==> config.mk <==
export PLATFORM = sky130hd
export DESIGN_NAME = e2c_queue
export DESIGN_NICKNAME = d
export VERILOG_FILES = /design/src/hw/rtl/e2c_pkg.sv /design/src/hw/rtl/e2c_queue.sv
export SDC_FILE = /design/constraint.sdc
export NUM_CORES = 2
export LEC_CHECK = 0
export BUFFER_PORTS_ARGS = -buffer_cell sky130_fd_sc_hd__buf_4
export CAP_MARGIN = 20
export CORE_ASPECT_RATIO = 1.4
export CORE_MARGIN = 2
export CORE_UTILIZATION = 65
export CTS_BUF_LIST = sky130_fd_sc_hd__clkbuf_2 sky130_fd_sc_hd__clkbuf_4 sky130_fd_sc_hd__clkbuf_8
export CTS_CLUSTER_DIAMETER = 60
export DETAILED_ROUTE_END_ITERATION = 8
export HOLD_SLACK_MARGIN = 0.15
export PLACE_DENSITY = 0.85
export SLEW_MARGIN = 20
export SYNTH_ARGS = -nofsm -noshare
export SYNTH_HDL_FRONTEND = slang
export SYNTH_MEMORY_MAX_BITS = 65536
export SYNTH_SLANG_ARGS = --single-unit
==> constraint.sdc <==
create_clock -name clk -period 16.9 [get_ports clk]
set_input_delay 1.69 -clock clk [delete_from_list [all_inputs] [get_ports clk]]
set_output_delay 1.69 -clock clk [all_outputs]
set_load 0.01 [all_outputs]
==> src/hw/rtl/e2c_pkg.sv <==
`timescale 1ns / 1ps
package e2c_pkg;

	localparam int MAX_SRC_WIDTH    = 512;
	localparam int MAX_SRC_HEIGHT   = 256;
	localparam int CHANNELS         = 4;
	localparam int WEIGHT_FRAC_BITS = 8;

	localparam int CORDIC_STEPS = 15;
	localparam int GAIN_Q14     = 26981;
	localparam int CW           = 24;
	localparam int AW           = 18;

	localparam int UW_MAX = 12;
	localparam int VW_MAX = 11;
	localparam int FW_MAX = 16;

	localparam int QDEPTH = 32;

	localparam logic OP_LOAD   = 1'b0;
	localparam logic OP_RENDER = 1'b1;

	localparam logic [1:0] KIND_LOAD   = 2'd0;
	localparam logic [1:0] KIND_RENDER = 2'd1;
	localparam logic [1:0] KIND_DROP   = 2'd2;

	localparam logic [1:0] CFG_SRC_WIDTH  = 2'd0;
	localparam logic [1:0] CFG_SRC_HEIGHT = 2'd1;

	localparam logic [2:0] FACE_NX = 3'd0;
	localparam logic [2:0] FACE_NY = 3'd1;
	localparam logic [2:0] FACE_PX = 3'd2;
	localparam logic [2:0] FACE_PY = 3'd3;
	localparam logic [2:0] FACE_PZ = 3'd4;
	localparam logic [2:0] FACE_NZ = 3'd5;

	typedef struct packed {
		logic        operation;
		logic [8:0]  texel_x;
		logic [7:0]  texel_y;
		logic [31:0] texel_color;
		logic [2:0]  face;
		logic [6:0]  col;
		logic [6:0]  row;
	} in_item_t;

	typedef struct packed {
		logic [8:0]  dest_x;
		logic [8:0]  dest_y;
		logic [31:0] color;
	} out_item_t;

	typedef struct packed {
		logic [1:0]           kind;
		logic [8:0]           tx;
		logic [7:0]           ty;
		logic [31:0]          tcolor;
		logic signed [9:0]    dz;
		logic signed [AW-1:0] theta;
		logic [8:0]           dest_x;
		logic [8:0]           dest_y;
	} side_t;

	typedef struct packed {
		logic [1:0]        kind;
		logic [UW_MAX-1:0] u1;
		logic [UW_MAX-1:0] u2;
		logic [VW_MAX-1:0] v1;
		logic [VW_MAX-1:0] v2;
		logic [FW_MAX-1:0] s;
		logic [FW_MAX-1:0] t;
		logic [8:0]        dest_x;
		logic [8:0]        dest_y;
		logic [31:0]       data;
	} q_entry_t;

	function automatic logic signed [AW-1:0] atan_turn(input int k);
		case (k)
			0:       atan_turn = AW'(8192);
			1:       atan_turn = AW'(4836);
			2:       atan_turn = AW'(2555);
			3:       atan_turn = AW'(1297);
			4:       atan_turn = AW'(651);
			5:       atan_turn = AW'(326);
			6:       atan_turn = AW'(163);
			7:       atan_turn = AW'(81);
			8:       atan_turn = AW'(41);
			9:       atan_turn = AW'(20);
			10:      atan_turn = AW'(10);
			11:      atan_turn = AW'(5);
			12:      atan_turn = AW'(3);
			13:      atan_turn = AW'(1);
			14:      atan_turn = AW'(1);
			default: atan_turn = '0;
		endcase
	endfunction

endpackage

==> src/hw/rtl/e2c_queue.sv <==
`timescale 1ns / 1ps
module e2c_queue (
	input  logic               clk,
	input  logic               arst_n,
	input  logic               push,
	input  e2c_pkg::q_entry_t  push_data,
	input  logic               pop,
	output e2c_pkg::q_entry_t  head,
	output logic               empty
);

	localparam int PW = $clog2(e2c_pkg::QDEPTH);
	localparam int NW = $clog2(e2c_pkg::QDEPTH + 1);

	e2c_pkg::q_entry_t ent_q [e2c_pkg::QDEPTH];
	logic [PW-1:0]     wr_q, rd_q;
	logic [NW-1:0]     cnt_q;

	always_ff @(posedge clk or negedge arst_n) begin
		if (!arst_n) begin
			wr_q  <= '0;
			rd_q  <= '0;
			cnt_q <= '0;
		end else begin
			if (push) begin
				wr_q <= wr_q + PW'(1);
			end
			if (pop) begin
				rd_q <= rd_q + PW'(1);
			end
			cnt_q <= cnt_q + NW'(push) - NW'(pop);
		end
	end

	always_ff @(posedge clk) begin
		if (push) begin
			ent_q[wr_q] <= push_data;
		end
	end

	assign head  = ent_q[rd_q];
	assign empty = (cnt_q == '0);

endmodule

==> flow_summary.ini <==
[timing]
worstMarginPinSlew_ps = 1320
rsz0062_at_grt = no
report.final.setup_viol = 0
max_clock_freq_mhz = 124
slew_headroom = 0.123
hold_slack_ps = 545
period_share = 0.477
slew_viol_final = 0
min_period_ps = 8070
setup_tns_ps = 0
finalClockSkew_ps = 58.9
hold_viol_final = 0

[route]
first_iter_violations = 15500
drt_wl_total_um = 430000
drt-vias-per-instance = 7.34
dr.pass1.iters = 6
wl_per_cell_um = 38.8
vias = 81400
route.detailed.drc = 0
ant_nets = 0

[status]
outcome = finished, final reports clean

[cts]
cts_setup_buffers = 0
cts_root_buf = clkbuf_8
htree_levels = 6
ctsHoldBuffers = 0
cts_buffers = 582
ctsResizeCount = 0
numClockSinks = 4176
cts_buffer_depth = 4
cts_tree = yes
path_clk_slew_ps = 70
clkLatencyLatePin_ps = 1050

[worst_hold_path]
hold_class = input port to asynchronous set/reset pin

[synthesis]
async_flop_share = 0.00383
synth.top_cell.area_share = 0.792
synth_seq_cells = 4176
synth_simple_gate_area_frac = 0.00262
ys_warn_count = 0
ys.flop_type = edfxtp_1
netlist_area_mm2 = 0.158
yosysTopAreaCell = edfxtp_1
synth_most_common_cell = edfxtp_1
syn_inst = 6759
synth_top_family_by_area = multiplexers
synth_compound_area_frac = 0.0408
postSynthAreaPerCell_um2 = 23.3
synth_fp_nets = 6907
muxShareOfSynthArea = 0.146
synth_common_cells = 4160 x edfxtp_1, 856 x mux4_2, 368 x mux2i_1
ys_types = 44
synth_adder_area_share = 0.00116
yosys-top-cells-area = edfxtp_1 79%, mux4_2 12%, mux2i_1 2.3%, o22ai_1 1.1%, a211oi_2 0.87%
synthXorXnorAreaFrac = 0.000500
synth-edff-count = 4160
ys_seq_area_frac = 0.795

[critical_path]
path_common_cell = buf_4
critPathSlowestCell = dfrtp_4
endpoint_kind = output port
path_buf_inv = 4
crit_chain = buf_4, buf_4, buf_4, mux4_2, a22o_1, a211oi_1, a21oi_1, buf_4
worstSetupStartpointType = register
max_stage_delay_ps = 1040
crit_fanout = 53
cp_data_arrival_time_ps = 6380
worst-setup-path-type = register to output port
worstPathRequired_ps = 15210
critPathTopFamily = buffers and inverters

[global_route]
grt.total_usage = 0.348
gr-usage-met3 = 0.0824
grt_max_degree = 118
grt_pass1_wl_um = 600000
grt_pass1_vias = 83400
met1_usage = 0.442
antenna_found_initial = 42
use_met2 = 0.554
grt_overflow = 0
top_usage_layer = met2

[pwr]
swShare = 0.324
p_seq_frac = 0.425
pwr-share-comb = 0.303
power_switching_w = 0.00941
p_leak_nw = 55.3
p_clk_frac = 0.272
powerDensity_mw_per_mm2 = 166
p_int_w = 0.0196
vdd_ir_drop_max_v = 0.000184

[floorplan]
io_pins = 265
die_x_um = 420
die_y_um = 587
start_util = 0.654
coreArea_mm2 = 0.241
num_rows = 213
dieArea_mm2 = 0.247

[finish]
final_nets = 7513
fin_util = 0.726
drive_gt1_frac = 0.298
stdcell_area_mm2 = 0.175
stdcell_count = 11100
fillers = 12000
area_delta_synth_final_pct = 11.0

[job]
maxCapViolCount = 0

[place]
postPlaceCellArea_mm2 = 0.163
hpwl_um = 197000
dp_cells = 10000
gp_congestion = 0.764
io_buffers = 264
metal layers:
layer	routed length, um	vias to the layer above
li1	-	30500
met1	129000	41200
met2	211000	7978
met3	61700	1596
met4	27500	38
met5	264	-
sequential cells by signal, summed over array words and instances, names as in the netlist:
signal / count
cnt_q: 6
wr_q: 5
rd_q: 5
ent_q: 4160
worst reg2reg max path: cells and delay by family (launching register included):
family | cells | cell delay [ps]
simple gates | 2 | 1540
buf+inv | 3 | 2540
flops | 1 | 800
power groups by stage:
stage	clock network (W)	registers, W	logic [W]
floorplan	0	0.0125	0.00563
global placement	0	0.0124	0.00826
detailed placement	0	0.0125	0.00849
CTS	0.00790	0.0123	0.00864
global route	0.00829	0.0123	0.00900
finish	0.00790	0.0123	0.00878
area by class of cell:
type / instances / area (um^2) / area share
Antenna cell: 36 / 90.1 / 0.000515
Clock buffer: 746 / 9300 / 0.0532
Clock inverter: 293 / 2190 / 0.0125
Inverter: 15 / 56.3 / 0.000322
Multi-Input combinational cell: 2174 / 30400 / 0.174
Sequential cell: 4176 / 125000 / 0.716
Tap cell: 3225 / 4040 / 0.0231
Timing Repair Buffer: 416 / 3560 / 0.0203
path summary, 6_finish.rpt:
check | endpoint | slack [ps] | from | depth (start not counted)
max in group asynchronous | rd_q[0]$_DFFE_PN0P_ | 16020 | arst_n | 1
min in group clk | wr_q[0]$_DFFE_PN0P_ | 570 | wr_q[0]$_DFFE_PN0P_ | 1
worst min-delay path | cnt_q[0]$_DFF_PN0_ | 540 | arst_n | 1
worst max-delay path | head[23] | 8830 | rd_q[0]$_DFFE_PN0P_ | 8
worst min register to register | wr_q[0]$_DFFE_PN0P_ | 570 | wr_q[0]$_DFFE_PN0P_ | 1
worst max register to register | ent_q[15][51]$_DFFE_PP_ | 11560 | wr_q[2]$_DFFE_PN0P_ | 5
cells in the final DEF, fill, tap and decap left out, types with 22 or more instances in the layout:
master,synthesis,layout
mux4_2,856,856
buf_4,96,381
o22ai_1,272,272
a22oi_1,166,166
a21oi_1,100,100
clkbuf_8,0,592
buf_12,0,25
bufinv_16,0,25
a211oi_2,110,110
nor2_4,0,22
o221ai_1,98,98
mux2i_1,368,368
diode_2,0,36
clkbuf_4,0,154
a211oi_1,71,71
edfxtp_1,4160,4160
clkinv_1,0,145
clkinv_2,0,66
stage by stage:
stage,power [W],setup slack [ps]
finish,0.0290,8830
global placement,0.0207,9970
global route,0.0296,8510
CTS,0.0289,8700
floorplan,0.0181,5000
detailed placement,0.0210,9920
logic make-up (layout without fill, tap and decap cells):
| group | count (synthesis) | count (layout) |
|---|---|---|
| buffers and inverters | 409 | 1470 |
| other | 0 | 36 |
| xor gates and xnor gates | 9 | 9 |
| DFF | 4176 | 4176 |
| and+or+nand+nor | 82 | 82 |
| AOI/OAI and AO/OA | 844 | 844 |
| adders and majority gates | 14 | 14 |
| muxes | 1225 | 1225 |
Note: power is estimated with default switching activity, not from simulation.
